## config.mk

```make
export PLATFORM = sky130hd
export DESIGN_NAME = xmodem_block_receiver
export DESIGN_NICKNAME = d
export VERILOG_FILES = /design/src/rtl/xbr_pkg.sv /design/src/rtl/xmodem_block_receiver.sv /design/src/rtl/xbr_engine.sv
export SDC_FILE = /design/constraint.sdc
export NUM_CORES = 1
export LEC_CHECK = 0
export ABC_CLOCK_PERIOD_IN_PS = 8850
export BUFFER_PORTS_ARGS = -buffer_cell sky130_fd_sc_hd__buf_4
export CORE_MARGIN = 3
export CORE_UTILIZATION = 40
export CTS_CLUSTER_SIZE = 20
export DETAILED_ROUTE_END_ITERATION = 7
export PLACE_DENSITY = 0.64
export SLEW_MARGIN = 10
export SYNTH_ARGS = -nofsm -noshare
export SYNTH_HDL_FRONTEND = slang
export SYNTH_SLANG_ARGS = --single-unit
```

## constraint.sdc

```tcl
create_clock -name clk -period 8.85 [get_ports clk]
set_input_delay 0.885 -clock clk [delete_from_list [all_inputs] [get_ports clk]]
set_output_delay 0.885 -clock clk [all_outputs]
set_load 0.1 [all_outputs]
```

## src/rtl/xbr_pkg.sv

```systemverilog
// types, codes and helper functions of the xmodem block receiver
package xbr_pkg;

  // request types
  localparam logic [1:0] REQ_START   = 2'd0;
  localparam logic [1:0] REQ_BYTE    = 2'd1;
  localparam logic [1:0] REQ_TIMEOUT = 2'd2;

  // result kinds
  localparam logic [1:0] KIND_SEND    = 2'd0;
  localparam logic [1:0] KIND_PAYLOAD = 2'd1;
  localparam logic [1:0] KIND_VERDICT = 2'd2;
  localparam logic [1:0] KIND_END     = 2'd3;

  // verdict codes
  localparam logic [2:0] VERDICT_COMMIT = 3'd0;
  localparam logic [2:0] VERDICT_BAD    = 3'd1;
  localparam logic [2:0] VERDICT_DUP    = 3'd2;

  // end codes
  localparam logic [2:0] END_OK        = 3'd0;
  localparam logic [2:0] END_CANCELLED = 3'd1;
  localparam logic [2:0] END_ERROR     = 3'd2;
  localparam logic [2:0] END_RETRIES   = 3'd3;
  localparam logic [2:0] END_SILENT    = 3'd4;
  localparam logic [2:0] CODE_NONE     = 3'd0;

  // line bytes
  localparam logic [7:0] CH_SOH  = 8'h01;
  localparam logic [7:0] CH_EOT  = 8'h04;
  localparam logic [7:0] CH_ACK  = 8'h06;
  localparam logic [7:0] CH_NAK  = 8'h15;
  localparam logic [7:0] CH_CAN  = 8'h18;
  localparam logic [7:0] CH_POLL = 8'h43;
  localparam logic [7:0] CH_TIMEOUT = 8'hFF;

  localparam logic [15:0] CRC_POLY = 16'h1021;

  // configuration register indexes
  localparam logic CFG_RETRY_LIMIT     = 1'b0;
  localparam logic CFG_HANDSHAKE_TRIES = 1'b1;

  localparam logic [7:0] RETRY_LIMIT_RESET     = 8'd10;
  localparam logic [7:0] HANDSHAKE_TRIES_RESET = 8'd16;

  localparam int unsigned IDX_W = 7;
  localparam int unsigned MAX_RESULTS = 4;

  typedef enum logic [3:0] {
    PH_IDLE = 4'd0,
    PH_HAND = 4'd1,
    PH_CMD  = 4'd2,
    PH_NUM  = 4'd3,
    PH_INV  = 4'd4,
    PH_DATA = 4'd5,
    PH_CHK1 = 4'd6,
    PH_CHK2 = 4'd7,
    PH_CAN2 = 4'd8
  } phase_t;

  typedef struct packed {
    logic [1:0] req_type;
    logic [7:0] rx_byte;
  } req_t;

  typedef struct packed {
    logic [1:0]  kind;
    logic [7:0]  value;
    logic [15:0] block_number;
    logic [2:0]  code;
    logic        last;
  } rsp_t;

  // one byte of crc-16 (poly 0x1021), msb first
  function automatic logic [15:0] crc_byte(input logic [15:0] crc, input logic [7:0] b);
    logic [15:0] c;
    c = crc ^ {b, 8'h00};
    for (int i = 0; i < 8; i++) begin
      if (c[15]) begin
        c = {c[14:0], 1'b0} ^ CRC_POLY;
      end else begin
        c = {c[14:0], 1'b0};
      end
    end
    return c;
  endfunction

  // result item with last cleared
  function automatic rsp_t mk_rsp(input logic [1:0] kind, input logic [7:0] value,
                                  input logic [15:0] blk, input logic [2:0] code);
    rsp_t r;
    r.kind         = kind;
    r.value        = value;
    r.block_number = blk;
    r.code         = code;
    r.last         = 1'b0;
    return r;
  endfunction

endpackage

```

## src/rtl/xmodem_block_receiver.sv

```systemverilog
// top level of the xmodem block receiver
//
//  channel | signals                          | direction
//  req     | req_valid, req_stall, req_item   | request items in
//  rsp     | rsp_valid, rsp_stall, rsp_item   | result items out
//  cfg     | cfg_we, cfg_index, cfg_data      | register writes in
//
// one result item leaves per cycle while rsp_stall is low; an item's results fill the
// four-entry result buffer until the last one leaves; an item with no result leaves it empty.
// an accepted item is held in the input register and then decoded into the result
// buffer, from which its first result shows.
// reset is synchronous and clears the phase, counters and both registers.
// a stalled result holds; the input register takes a new item while results wait.
module xmodem_block_receiver #(
  parameter int unsigned BLOCK_BYTES = 128
) (
  input  logic          clk,
  input  logic          rst,
  input  logic          req_valid,
  output logic          req_stall,
  input  xbr_pkg::req_t req_item,
  output logic          rsp_valid,
  input  logic          rsp_stall,
  output xbr_pkg::rsp_t rsp_item,
  input  logic          cfg_we,
  input  logic          cfg_index,
  input  logic [7:0]    cfg_data
);

  logic [7:0]    retry_limit;
  logic [7:0]    handshake_tries;
  logic          item_valid;
  xbr_pkg::req_t item;
  logic          take;
  logic          pop;
  logic          rbuf_free;
  xbr_pkg::rsp_t [xbr_pkg::MAX_RESULTS-1:0] list;
  logic [2:0]    count;
  xbr_pkg::rsp_t [xbr_pkg::MAX_RESULTS-1:0] rbuf;
  logic [1:0]    rbuf_rd;
  logic          rbuf_valid;

  // configuration registers
  always_ff @(posedge clk) begin
    if (rst) begin
      retry_limit     <= xbr_pkg::RETRY_LIMIT_RESET;
      handshake_tries <= xbr_pkg::HANDSHAKE_TRIES_RESET;
    end else if (cfg_we) begin
      case (cfg_index)
        xbr_pkg::CFG_RETRY_LIMIT:     retry_limit     <= cfg_data;
        xbr_pkg::CFG_HANDSHAKE_TRIES: handshake_tries <= cfg_data;
        default: ;
      endcase
    end
  end

  // handshake glue
  assign pop       = rsp_valid && !rsp_stall;
  assign rbuf_free = !rbuf_valid || (pop && rsp_item.last);
  assign take      = item_valid && rbuf_free;
  assign req_stall = item_valid && !take;

  // input register
  always_ff @(posedge clk) begin
    if (rst) begin
      item_valid <= 1'b0;
    end else if (req_valid && !req_stall) begin
      item_valid <= 1'b1;
    end else if (take) begin
      item_valid <= 1'b0;
    end
  end

  always_ff @(posedge clk) begin
    if (req_valid && !req_stall) begin
      item <= req_item;
    end
  end

  xbr_engine #(
    .BLOCK_BYTES(BLOCK_BYTES)
  ) u_engine (
    .clk             (clk),
    .rst             (rst),
    .fire            (take),
    .item            (item),
    .retry_limit     (retry_limit),
    .handshake_tries (handshake_tries),
    .list            (list),
    .count           (count)
  );

  // result buffer, drained one transaction per cycle unless rsp_stall holds it
  always_ff @(posedge clk) begin
    if (rst) begin
      rbuf_valid <= 1'b0;
      rbuf_rd    <= 2'd0;
    end else if (take) begin
      rbuf_valid <= (count != 3'd0);
      rbuf_rd    <= 2'd0;
    end else if (pop) begin
      if (rsp_item.last) begin
        rbuf_valid <= 1'b0;
      end else begin
        rbuf_rd <= rbuf_rd + 2'd1;
      end
    end
  end

  always_ff @(posedge clk) begin
    if (take) begin
      rbuf <= list;
    end
  end

  assign rsp_valid = rbuf_valid;
  assign rsp_item  = rbuf[rbuf_rd];

endmodule

```

## src/rtl/xbr_engine.sv

```systemverilog
// protocol state and per-item next-state and result logic
module xbr_engine #(
  parameter int unsigned BLOCK_BYTES = 128
) (
  input  logic                                     clk,
  input  logic                                     rst,
  input  logic                                     fire,
  input  xbr_pkg::req_t                            item,
  input  logic [7:0]                               retry_limit,
  input  logic [7:0]                               handshake_tries,
  output xbr_pkg::rsp_t [xbr_pkg::MAX_RESULTS-1:0] list,
  output logic [2:0]                               count
);

  xbr_pkg::phase_t         phase, phase_next;
  logic                    crc_mode, crc_mode_next;
  logic [7:0]              expected_block, expected_block_next;
  logic [15:0]             delivered_count, delivered_count_next;
  logic [7:0]              nak_count, nak_count_next;
  logic [8:0]              poll_count, poll_count_next;
  logic [xbr_pkg::IDX_W-1:0] byte_index, byte_index_next;
  logic [15:0]             running_crc, running_crc_next;
  logic [7:0]              running_sum, running_sum_next;
  logic [7:0]              held_byte, held_byte_next;
  logic                    duplicate_flag, duplicate_flag_next;

  // state registers
  always_ff @(posedge clk) begin
    if (rst) begin
      phase           <= xbr_pkg::PH_IDLE;
      crc_mode        <= 1'b0;
      expected_block  <= 8'd1;
      delivered_count <= 16'd1;
      nak_count       <= 8'd0;
      poll_count      <= 9'd0;
      byte_index      <= '0;
      running_crc     <= 16'd0;
      running_sum     <= 8'd0;
      held_byte       <= 8'd0;
      duplicate_flag  <= 1'b0;
    end else if (fire) begin
      phase           <= phase_next;
      crc_mode        <= crc_mode_next;
      expected_block  <= expected_block_next;
      delivered_count <= delivered_count_next;
      nak_count       <= nak_count_next;
      poll_count      <= poll_count_next;
      byte_index      <= byte_index_next;
      running_crc     <= running_crc_next;
      running_sum     <= running_sum_next;
      held_byte       <= held_byte_next;
      duplicate_flag  <= duplicate_flag_next;
    end
  end

  // next state and results of one item
  always_comb begin
    logic        is_to;
    logic [7:0]  b;
    logic        do_poll, do_cmd, do_bad, do_rej, do_acc, do_pay, do_can_ok;
    logic        do_end;
    logic [2:0]  end_code;
    logic [15:0] cur;
    logic [8:0]  nk;
    logic [7:0]  nx;
    logic [2:0]  n;
    xbr_pkg::rsp_t [xbr_pkg::MAX_RESULTS-1:0] r;

    phase_next           = phase;
    crc_mode_next        = crc_mode;
    expected_block_next  = expected_block;
    delivered_count_next = delivered_count;
    nak_count_next       = nak_count;
    poll_count_next      = poll_count;
    byte_index_next      = byte_index;
    running_crc_next     = running_crc;
    running_sum_next     = running_sum;
    held_byte_next       = held_byte;
    duplicate_flag_next  = duplicate_flag;

    is_to     = (item.req_type == xbr_pkg::REQ_TIMEOUT);
    b         = is_to ? xbr_pkg::CH_TIMEOUT : item.rx_byte;
    do_poll   = 1'b0;
    do_cmd    = 1'b0;
    do_bad    = 1'b0;
    do_rej    = 1'b0;
    do_acc    = 1'b0;
    do_pay    = 1'b0;
    do_can_ok = 1'b0;
    do_end    = 1'b0;
    end_code  = xbr_pkg::CODE_NONE;
    nk        = {1'b0, nak_count} + 9'd1;
    nx        = {1'b0, byte_index} + 8'd1;
    n         = 3'd0;
    r         = '0;

    // decode the item against the phase
    case (item.req_type)
      xbr_pkg::REQ_START: begin
        crc_mode_next        = 1'b0;
        expected_block_next  = 8'd1;
        delivered_count_next = 16'd1;
        nak_count_next       = 8'd0;
        poll_count_next      = 9'd0;
        byte_index_next      = '0;
        running_crc_next     = 16'd0;
        running_sum_next     = 8'd0;
        held_byte_next       = 8'd0;
        duplicate_flag_next  = 1'b0;
        do_poll              = 1'b1;
      end
      xbr_pkg::REQ_BYTE, xbr_pkg::REQ_TIMEOUT: begin
        case (phase)
          xbr_pkg::PH_HAND: begin
            if (is_to) begin
              do_poll = 1'b1;
            end else begin
              do_cmd = 1'b1;
            end
          end
          xbr_pkg::PH_CMD: do_cmd = 1'b1;
          xbr_pkg::PH_CAN2: begin
            if (!is_to && b == xbr_pkg::CH_CAN) begin
              do_can_ok = 1'b1;
            end else begin
              do_bad = 1'b1;
            end
          end
          xbr_pkg::PH_NUM: begin
            held_byte_next = b;
            phase_next     = xbr_pkg::PH_INV;
          end
          xbr_pkg::PH_INV: begin
            if (b == ~held_byte && held_byte == expected_block - 8'd1) begin
              duplicate_flag_next = 1'b1;
              phase_next          = xbr_pkg::PH_DATA;
            end else if (b == ~held_byte && held_byte == expected_block) begin
              duplicate_flag_next = 1'b0;
              phase_next          = xbr_pkg::PH_DATA;
            end else begin
              duplicate_flag_next = 1'b0;
              do_rej              = 1'b1;
            end
          end
          xbr_pkg::PH_DATA: begin
            if (is_to) begin
              do_rej = 1'b1;
            end else begin
              do_pay           = 1'b1;
              running_crc_next = xbr_pkg::crc_byte(running_crc, b);
              running_sum_next = running_sum + b;
              byte_index_next  = nx[xbr_pkg::IDX_W-1:0];
              if (nx >= 8'(BLOCK_BYTES)) begin
                byte_index_next = '0;
                phase_next      = xbr_pkg::PH_CHK1;
              end
            end
          end
          xbr_pkg::PH_CHK1: begin
            if (crc_mode) begin
              held_byte_next = b;
              phase_next     = xbr_pkg::PH_CHK2;
            end else if (b == running_sum) begin
              do_acc = 1'b1;
            end else begin
              do_rej = 1'b1;
            end
          end
          xbr_pkg::PH_CHK2: begin
            if ({held_byte, b} == running_crc) begin
              do_acc = 1'b1;
            end else begin
              do_rej = 1'b1;
            end
          end
          default: ;
        endcase
      end
      default: ;
    endcase

    cur = delivered_count - {15'd0, duplicate_flag_next};

    // handshake poll: 'C' first, then NAK, then give up
    if (do_poll) begin
      if (poll_count_next < {1'b0, handshake_tries}) begin
        crc_mode_next   = 1'b1;
        r[n[1:0]]       = xbr_pkg::mk_rsp(xbr_pkg::KIND_SEND, xbr_pkg::CH_POLL, 16'd0,
                                          xbr_pkg::CODE_NONE);
        n               = n + 3'd1;
        poll_count_next = poll_count_next + 9'd1;
        phase_next      = xbr_pkg::PH_HAND;
      end else if (poll_count_next < {handshake_tries, 1'b0}) begin
        crc_mode_next   = 1'b0;
        r[n[1:0]]       = xbr_pkg::mk_rsp(xbr_pkg::KIND_SEND, xbr_pkg::CH_NAK, 16'd0,
                                          xbr_pkg::CODE_NONE);
        n               = n + 3'd1;
        poll_count_next = poll_count_next + 9'd1;
        phase_next      = xbr_pkg::PH_HAND;
      end else begin
        do_end   = 1'b1;
        end_code = xbr_pkg::END_SILENT;
      end
    end

    // command byte
    if (do_cmd) begin
      if (!is_to && b == xbr_pkg::CH_SOH) begin
        byte_index_next     = '0;
        running_crc_next    = 16'd0;
        running_sum_next    = 8'd0;
        duplicate_flag_next = 1'b0;
        phase_next          = xbr_pkg::PH_NUM;
      end else if (!is_to && b == xbr_pkg::CH_EOT) begin
        r[n[1:0]] = xbr_pkg::mk_rsp(xbr_pkg::KIND_SEND, xbr_pkg::CH_ACK, 16'd0,
                                    xbr_pkg::CODE_NONE);
        n         = n + 3'd1;
        do_end    = 1'b1;
        end_code  = xbr_pkg::END_OK;
      end else if (!is_to && b == xbr_pkg::CH_CAN) begin
        phase_next = xbr_pkg::PH_CAN2;
      end else begin
        do_bad = 1'b1;
      end
    end

    // second CAN confirms the cancel
    if (do_can_ok) begin
      r[n[1:0]] = xbr_pkg::mk_rsp(xbr_pkg::KIND_SEND, xbr_pkg::CH_ACK, 16'd0,
                                  xbr_pkg::CODE_NONE);
      n         = n + 3'd1;
      do_end    = 1'b1;
      end_code  = xbr_pkg::END_CANCELLED;
    end

    // line error: three CANs
    if (do_bad) begin
      for (int i = 0; i < 3; i++) begin
        r[n[1:0]] = xbr_pkg::mk_rsp(xbr_pkg::KIND_SEND, xbr_pkg::CH_CAN, 16'd0,
                                    xbr_pkg::CODE_NONE);
        n         = n + 3'd1;
      end
      do_end   = 1'b1;
      end_code = xbr_pkg::END_ERROR;
    end

    // tentative payload byte
    if (do_pay) begin
      r[n[1:0]] = xbr_pkg::mk_rsp(xbr_pkg::KIND_PAYLOAD, b, cur, xbr_pkg::CODE_NONE);
      n         = n + 3'd1;
    end

    // bad block: verdict, NAK, and maybe out of retries
    if (do_rej) begin
      r[n[1:0]]      = xbr_pkg::mk_rsp(xbr_pkg::KIND_VERDICT, 8'd0, cur, xbr_pkg::VERDICT_BAD);
      n              = n + 3'd1;
      r[n[1:0]]      = xbr_pkg::mk_rsp(xbr_pkg::KIND_SEND, xbr_pkg::CH_NAK, 16'd0,
                                       xbr_pkg::CODE_NONE);
      n              = n + 3'd1;
      nak_count_next = nk[8] ? 8'hFF : nk[7:0];
      if (nk < {1'b0, retry_limit}) begin
        phase_next = xbr_pkg::PH_CMD;
      end else begin
        do_end   = 1'b1;
        end_code = xbr_pkg::END_RETRIES;
      end
    end

    // good block: commit or duplicate, then ACK
    if (do_acc) begin
      if (duplicate_flag) begin
        r[n[1:0]] = xbr_pkg::mk_rsp(xbr_pkg::KIND_VERDICT, 8'd0, cur, xbr_pkg::VERDICT_DUP);
      end else begin
        r[n[1:0]] = xbr_pkg::mk_rsp(xbr_pkg::KIND_VERDICT, 8'd0, delivered_count,
                                    xbr_pkg::VERDICT_COMMIT);
        expected_block_next  = expected_block + 8'd1;
        delivered_count_next = delivered_count + 16'd1;
      end
      n          = n + 3'd1;
      r[n[1:0]]  = xbr_pkg::mk_rsp(xbr_pkg::KIND_SEND, xbr_pkg::CH_ACK, 16'd0,
                                   xbr_pkg::CODE_NONE);
      n          = n + 3'd1;
      phase_next = xbr_pkg::PH_CMD;
    end

    // transfer end
    if (do_end) begin
      r[n[1:0]]  = xbr_pkg::mk_rsp(xbr_pkg::KIND_END, 8'd0, 16'd0, end_code);
      n          = n + 3'd1;
      phase_next = xbr_pkg::PH_IDLE;
    end

    // mark the final result of the item
    if (n != 3'd0) begin
      r[2'(n - 3'd1)].last = 1'b1;
    end

    list  = r;
    count = n;
  end

endmodule

```

==> run_results.csv, run 1 <==
group,metric,value,unit
power_and_ir_drop,switchingPower,634,uW
sta,clock.fmax,0.138,GHz
sta,fin_crit_sh,81.8,%
sta,hold_violations,0,
detailed_routing,viasPerCell,5.72,
critical_path,cp_slowest_stage_delay,570,ps
hold_path,hold_class,"reg -> reg",
logic_synthesis,synth-seq-cells,236,
power_and_ir_drop,p_clk_share,43.6,%
logic_synthesis,ys_warn_count,0,
clocking,cts_hold_buffers,0,
critical_path,cp_common_cell,"ha_1",
power_and_ir_drop,peakVddDrop,129,uV
power_and_ir_drop,power.leakage,5.55,nW
grt,grt_pass1_wl,59700,microns
placed_design,dp_slack,1690,ps
cells_and_area,layout-drive-gt1-share,11.0,%
logic_synthesis,synth_flop_cell,"edfxtp_1",
run_status,status,"complete, no violations",
critical_path,critical_path_class,"reg -> reg",
critical_path,r2r_slack,1610,ps
die,dieArea,36700,sq um
sta,clock-skew-final,12.0,ps
clocking,cts_buffer_depth,3,
sta,setup_slack,1610,ps
detailed_routing,firstDrtPassIters,5,
clocking,numCtsBuffers,27,
logic_synthesis,synth_most_common_cell,"nor2_1",
die,chipWidth,192,microns
logic_synthesis,synth-async-reset-ratio,0,%
cells_and_area,nets,1599,
cells_and_area,synthToLayoutAreaGrowth,11.7,%
die,pin_count,56,
sta,worst_pin_slew,1110,ps
grt,first_global_vias,10838,
cells_and_area,final_util,45.6,%
grt,antenna_found_initial,0,
clocking,cts_setup_buffers,0,
clocking,h-tree-depth,1,
detailed_routing,drc,0,
placed_design,dp_hpwl,26200,microns
power_and_ir_drop,p_comb_share,9.1,%
sta,slew_headroom,25.7,%
power_and_ir_drop,switching_share,25.0,%
sta,rsz0062_at_grt,"no",
clocking,cts_root_buffer,"clkbuf_16",
logic_synthesis,synthTopCellsByArea,"edfxtp_1 (28%), dfxtp_1 (15%), mux4_2 (4.9%)",
clocking,cts_sinks,236,
logic_synthesis,synth_edf_count,130,
clocking,ctsResizeCount,0,
logic_synthesis,syn_area_per_cell,9.11,sq um
logic_synthesis,syn_nets,1590,
detailed_routing,drtAntennaViolNets,0,
critical_path,slowest_stage,"ha_1",
critical_path,cp_data_required_time,9120,ps
flow_run,maxCapViolCount,0,
logic_synthesis,synth_common_cells,"nor2_1 (179), nand2_1 (156), edfxtp_1 (130), a21oi_1 (121), dfxtp_1 (106)",
clocking,cts_tree,"built",
critical_path,endpoint_kind,"flop",
logic_synthesis,yosys.area.top_type,"edfxtp_1",
grt,gr-total-overflow,0,
logic_synthesis,ys_seq_area_share,43.7,%
critical_path,cp_max_fo,18,
detailed_routing,wirelength,37300,microns
detailed_routing,num_vias,11381,
sta,setup_violations,0,
die,start_util,40.8,%
logic_synthesis,synthCells,1514,
power_and_ir_drop,seqPwrFrac,47.3,%
sta,slew_viol_final,0,
grt,grt_usage,20.2,%
cells_and_area,diodes,0,
logic_synthesis,synth_top_area_share,28.3,%
placed_design,io_buffers,55,
detailed_routing,wl_per_cell,18.7,microns
die,num_rows,67,
placed_design,gp_congestion,0.911,
critical_path,crit_arrival,7510,ps
sta,tns,0,ps
sta,fin_crit,7240,ps
detailed_routing,drtIter0Drc,977,
critical_path,worstSetupStartpointType,"flop",
logic_synthesis,synth_cell_types,80,
power_and_ir_drop,p_per_area,165,nW/um^2
logic_synthesis,synth_area,13800,sq um
die,die_y,192,microns
grt,grt_max_degree,89,
power_and_ir_drop,internal_power,1.91,mW
clocking,cts.clk_slew.worst_paths,60,ps
clocking,insertion_delay,550,ps
die,core_area,33800,sq um
[kinds of logic (layout without fill, tap and decap cells)]
logic type / after synthesis / in the layout / synth area share [%]
mux: 36 / 36 / 5.34
compound gates: 351 / 351 / 15.6
fa+ha+maj: 52 / 52 / 4.77
xor+xnor: 94 / 94 / 6.02
flops: 236 / 236 / 43.7
simple gates: 580 / 580 / 19.9
buf+inv: 165 / 194 / 4.64
[worst max-delay path: cells and delay by family, from the launching register on]
kind / cells / cell delay, ps
compound gates: 8 / 1980
fa+ha+maj: 7 / 2340
mux: 1 / 280
flops: 1 / 400
buf+inv: 3 / 490
simple gates: 6 / 1470
[per-layer routing]
layer	vias to the layer above	routed length [microns]	track usage, %
met4	0	794	4.97
met5	-	0	0
met1	5513	16700	28.7
li1	5433	-	-
met3	52	2350	2.66
met2	383	17500	32.8
[cells in the final DEF, fill, tap and decap left out, types with 20 or more instances in the layout]
cell / netlist / routed
nand2_1: 156 / 156
xnor2_1: 55 / 55
ha_1: 51 / 51
mux4_2: 30 / 30
a21oi_1: 121 / 121
nand2b_1: 20 / 20
o21ai_0: 90 / 90
clkbuf_16: 0 / 27
nand3_1: 56 / 56
inv_1: 69 / 68
buf_4: 2 / 73
nor2b_1: 21 / 21
edfxtp_1: 130 / 130
xor2_1: 38 / 38
dfxtp_1: 106 / 105
nor2_1: 179 / 179
nor3_1: 44 / 44
[stage by stage]
stage | total power, mW | area, sq um | instances | hold slack (ps)
2_1_floorplan | 1.39 | 13800 | 1514 | 432
3_3_place_gp | 1.45 | 14500 | 1942 | 444
3_5_place_dp | 1.46 | 14500 | 1942 | 449
4_1_cts | 2.57 | 15400 | 1991 | 457
5_1_grt | 2.63 | 15400 | 1991 | 481
6_report | 2.54 | 15400 | 1991 | 454
[layout make-up]
type,instances,area (sq um)
Inverter,72,273
Clock buffer,38,757
Timing Repair Buffer,73,548
Tap cell,448,561
Multi-Input combinational cell,1113,7120
Sequential cell,236,6030
Fill cell,3215,18400
Clock inverter,11,118
[sequential cells by signal (all words and copies together), names as in the netlist]
name	flops
rsp_valid	1
u_engine.delivered_count	16
u_engine.phase	4
item_valid	1
u_engine.running_crc	16
u_engine.poll_count	9
u_engine.expected_block	8
handshake_tries	8
rbuf	120
item	10
u_engine.duplicate_flag	1
rbuf_rd	2
u_engine.running_sum	8
retry_limit	8
u_engine.nak_count	8
u_engine.byte_index	7
u_engine.held_byte	8
u_engine.crc_mode	1
[final timing paths]
kind / start / to / cells after the start
min: retry_limit[7]$_SDFFE_PP0P_ / retry_limit[7]$_SDFFE_PP0P_ / 2
min reg2reg: retry_limit[7]$_SDFFE_PP0P_ / retry_limit[7]$_SDFFE_PP0P_ / 2
max reg2reg: item[8]$_DFFE_PP_ / rbuf[48]$_DFFE_PP_ / 25
max: item[8]$_DFFE_PP_ / rbuf[48]$_DFFE_PP_ / 25
[power groups by stage]
stage / Combinational, mW / Clock [mW] / Sequential [mW]
2_1_floorplan: 0.172 / 0 / 1.22
3_3_place_gp: 0.227 / 0 / 1.22
3_5_place_dp: 0.229 / 0 / 1.23
4_1_cts: 0.230 / 1.13 / 1.20
5_1_grt: 0.250 / 1.18 / 1.20
6_report: 0.231 / 1.11 / 1.20
(Power assumes the default switching activity.)
==> run 2, diff against run 1 <==
--- a/config.mk
+++ b/config.mk
@@ -5,7 +5,8 @@
 export SDC_FILE = /design/constraint.sdc
 export NUM_CORES = 1
 export LEC_CHECK = 0
-export ABC_CLOCK_PERIOD_IN_PS = 8850
+export ABC_AREA = 1
+export ABC_CLOCK_PERIOD_IN_PS = 7590
 export BUFFER_PORTS_ARGS = -buffer_cell sky130_fd_sc_hd__buf_4
 export CORE_MARGIN = 3
 export CORE_UTILIZATION = 40
==> constraint.sdc (replaced) <==
create_clock -name clk -period 7.59 [get_ports clk]
set_input_delay 0.759 -clock clk [delete_from_list [all_inputs] [get_ports clk]]
set_output_delay 0.759 -clock clk [all_outputs]
set_load 0.1 [all_outputs]
==> run_results.csv, run 2 <==
group,metric,value,unit
clocking,cts_tree,"built",
detailed_routing,drtAntennaViolNets,0,
sta,hold_ws,385,ps
detailed_routing,drtIter0Drc,1374,
die,chipWidth,199,microns
power_and_ir_drop,p_per_area,185,nW/um^2
critical_path,endpoint_kind,"flop",
logic_synthesis,synth_flop_cell,"edfxtp_1",
logic_synthesis,synthCells,1968,
hold_path,hold_class,"in -> reg",
grt,antenna_found_initial,0,
die,pin_count,56,
cells_and_area,synthToLayoutAreaGrowth,10.4,%
clocking,cts_root_buffer,"clkbuf_16",
detailed_routing,firstDrtPassIters,5,
cells_and_area,nFillCells,3649,
power_and_ir_drop,peakVddDrop,191,uV
detailed_routing,num_vias,13664,
cells_and_area,final_common_cell,"nand2_1",
sta,worst_pin_slew,1090,ps
clocking,numCtsBuffers,28,
sta,setup_slack,1190,ps
grt,grt_max_degree,86,
power_and_ir_drop,p_comb_share,12.6,%
critical_path,cp_data_required_time,7880,ps
clocking,insertion_delay,570,ps
grt,first_global_vias,12782,
logic_synthesis,synthTopCellsByArea,"edfxtp_1 (26%), dfxtp_1 (14%), nand2_1 (8.5%)",
logic_synthesis,synth_common_cells,"nand2_1 (339), inv_1 (219), o21ai_0 (217), nor2_1 (201), a21oi_1 (145)",
power_and_ir_drop,p_clk_share,41.1,%
placed_design,io_buffers,55,
grt,grt_usage,21.8,%
sta,fin_crit_sh,84.3,%
cells_and_area,largest_register_ffs,120,
logic_synthesis,ys_warn_count,0,
sta,clock.fmax,0.156,GHz
power_and_ir_drop,switchingPower,863,uW
die,num_rows,70,
sta,setup_violations,0,
critical_path,critical_path_class,"reg -> reg",
clocking,cts_setup_buffers,0,
grt,grt_pass1_wl,70000,microns
critical_path,cp_max_fo,26,
logic_synthesis,synth_top_area_share,26.2,%
cells_and_area,layout-drive-gt1-share,9.30,%
power_and_ir_drop,switching_share,28.4,%
logic_synthesis,synth_most_common_cell,"nand2_1",
sta,slew_viol_final,0,
sta,tns,0,ps
logic_synthesis,synth-async-reset-ratio,0,%
die,core_area,36700,sq um
logic_synthesis,synth-seq-cells,236,
critical_path,cp_slowest_stage_delay,400,ps
placed_design,dp_slack,1230,ps
logic_synthesis,syn_nets,2044,
placed_design,dp_hpwl,31200,microns
flow_run,maxCapViolCount,0,
logic_synthesis,synth_cell_types,61,
critical_path,crit_arrival,6690,ps
sta,slew_headroom,27.1,%
critical_path,worstSetupStartpointType,"flop",
detailed_routing,viasPerCell,5.54,
logic_synthesis,ys_seq_area_share,40.4,%
detailed_routing,wl_per_cell,17.7,microns
detailed_routing,drc,0,
placed_design,gp_congestion,0.907,
die,dieArea,39600,sq um
grt,gr-total-overflow,0,
cells_and_area,most-common-layout-cells,"nand2_1 (339), inv_1 (219), o21ai_0 (217)",
cells_and_area,largestRegisters,"rbuf x120, u_engine.delivered_count x16, u_engine.running_crc x16",
power_and_ir_drop,seqPwrFrac,46.3,%
clocking,cts.clk_slew.worst_paths,60,ps
clocking,cts_hold_buffers,0,
die,die_y,199,microns
detailed_routing,wirelength,43600,microns
logic_synthesis,syn_area_per_cell,7.58,sq um
cells_and_area,nets,2055,
sta,clock-skew-final,34.9,ps
die,start_util,40.6,%
sta,hold_violations,0,
clocking,ctsResizeCount,0,
clocking,h-tree-depth,1,
clocking,cts_buffer_depth,3,
sta,rsz0062_at_grt,"no",
logic_synthesis,yosys.area.top_type,"edfxtp_1",
cells_and_area,top_register,"rbuf",
logic_synthesis,synth_edf_count,130,
clocking,cts_sinks,236,
critical_path,slowest_stage,"edfxtp_1",
cells_and_area,diodes,0,
power_and_ir_drop,power.leakage,6.62,nW
power_and_ir_drop,internal_power,2.18,mW
logic_synthesis,synth_area,14900,sq um
run_status,status,"complete, no violations",
sta,fin_crit,6400,ps
run 2: path summary, 6_finish.rpt:
| check | cells after the start | end | slack (ps) | startpoint |
|---|---|---|---|---|
| max | 38 | rbuf[38]$_DFFE_PP_ | 1190 | item[8]$_DFFE_PP_ |
| min | 1 | item[7]$_DFFE_PP_ | 380 | req_item[7] |
| max reg2reg | 38 | rbuf[38]$_DFFE_PP_ | 1190 | item[8]$_DFFE_PP_ |
| min reg2reg | 2 | retry_limit[5]$_SDFFE_PP0P_ | 470 | retry_limit[5]$_SDFFE_PP0P_ |
run 2: power groups by stage:
stage | clock network (mW) | registers (mW) | logic [mW]
CTS | 1.27 | 1.41 | 0.381
floorplan | 0 | 1.43 | 0.277
global route | 1.33 | 1.41 | 0.415
global placement | 0 | 1.43 | 0.375
finish | 1.25 | 1.41 | 0.384
detailed placement | 0 | 1.43 | 0.380
run 2: cells by family (layout without fill, tap and decap cells):
logic type,after synthesis,after routing,synth area share [%]
buffers and inverters,324,356,8.66
adders and majority gates,52,52,4.41
DFF,236,236,40.4
and+or+nand+nor,793,793,23.9
muxes,1,1,0.0671
xor gates and xnor gates,72,72,4.28
AOI/OAI and AO/OA,490,490,18.2
run 2: area by class of cell:
cell class                 count  area, sq um  share of cell area [%]
multi-input combinational   1408         7610                    46.2
sequential                   236         6030                    36.6
inverter                     235          885                    5.37
clock buffer                  41          759                    4.61
tap                          468          586                    3.56
timing repair buffer          70          526                    3.19
clock inverter                10         80.1                   0.486
run 2: stage by stage:
stage	area, sq um	cells	util [%]	power, mW
2_1_floorplan	14900	1968	-	1.71
3_3_place_gp	15600	2417	42.6	1.81
3_5_place_dp	15600	2417	42.6	1.81
4_1_cts	16500	2468	44.9	3.06
5_1_grt	16500	2468	44.9	3.15
6_report	16500	2468	44.9	3.04
run 2: layer usage:
metal	wire (microns)	track usage, %	vias up
met4	1140	5.88	0
met1	19900	30.9	6405
met3	2810	2.75	75
li1	-	-	6695
met5	0	0	-
met2	19800	35.2	489
run 2: critical path, delay by kind of cell, from the launching register on:
| kind | cells | cell delay [ps] |
|---|---|---|
| buffers and inverters | 9 | 1110 |
| adder cells (fa/ha/maj) | 7 | 1850 |
| AND/OR/NAND/NOR | 19 | 2320 |
| AO/OA/AOI/OAI | 3 | 450 |
| flip-flops | 1 | 400 |
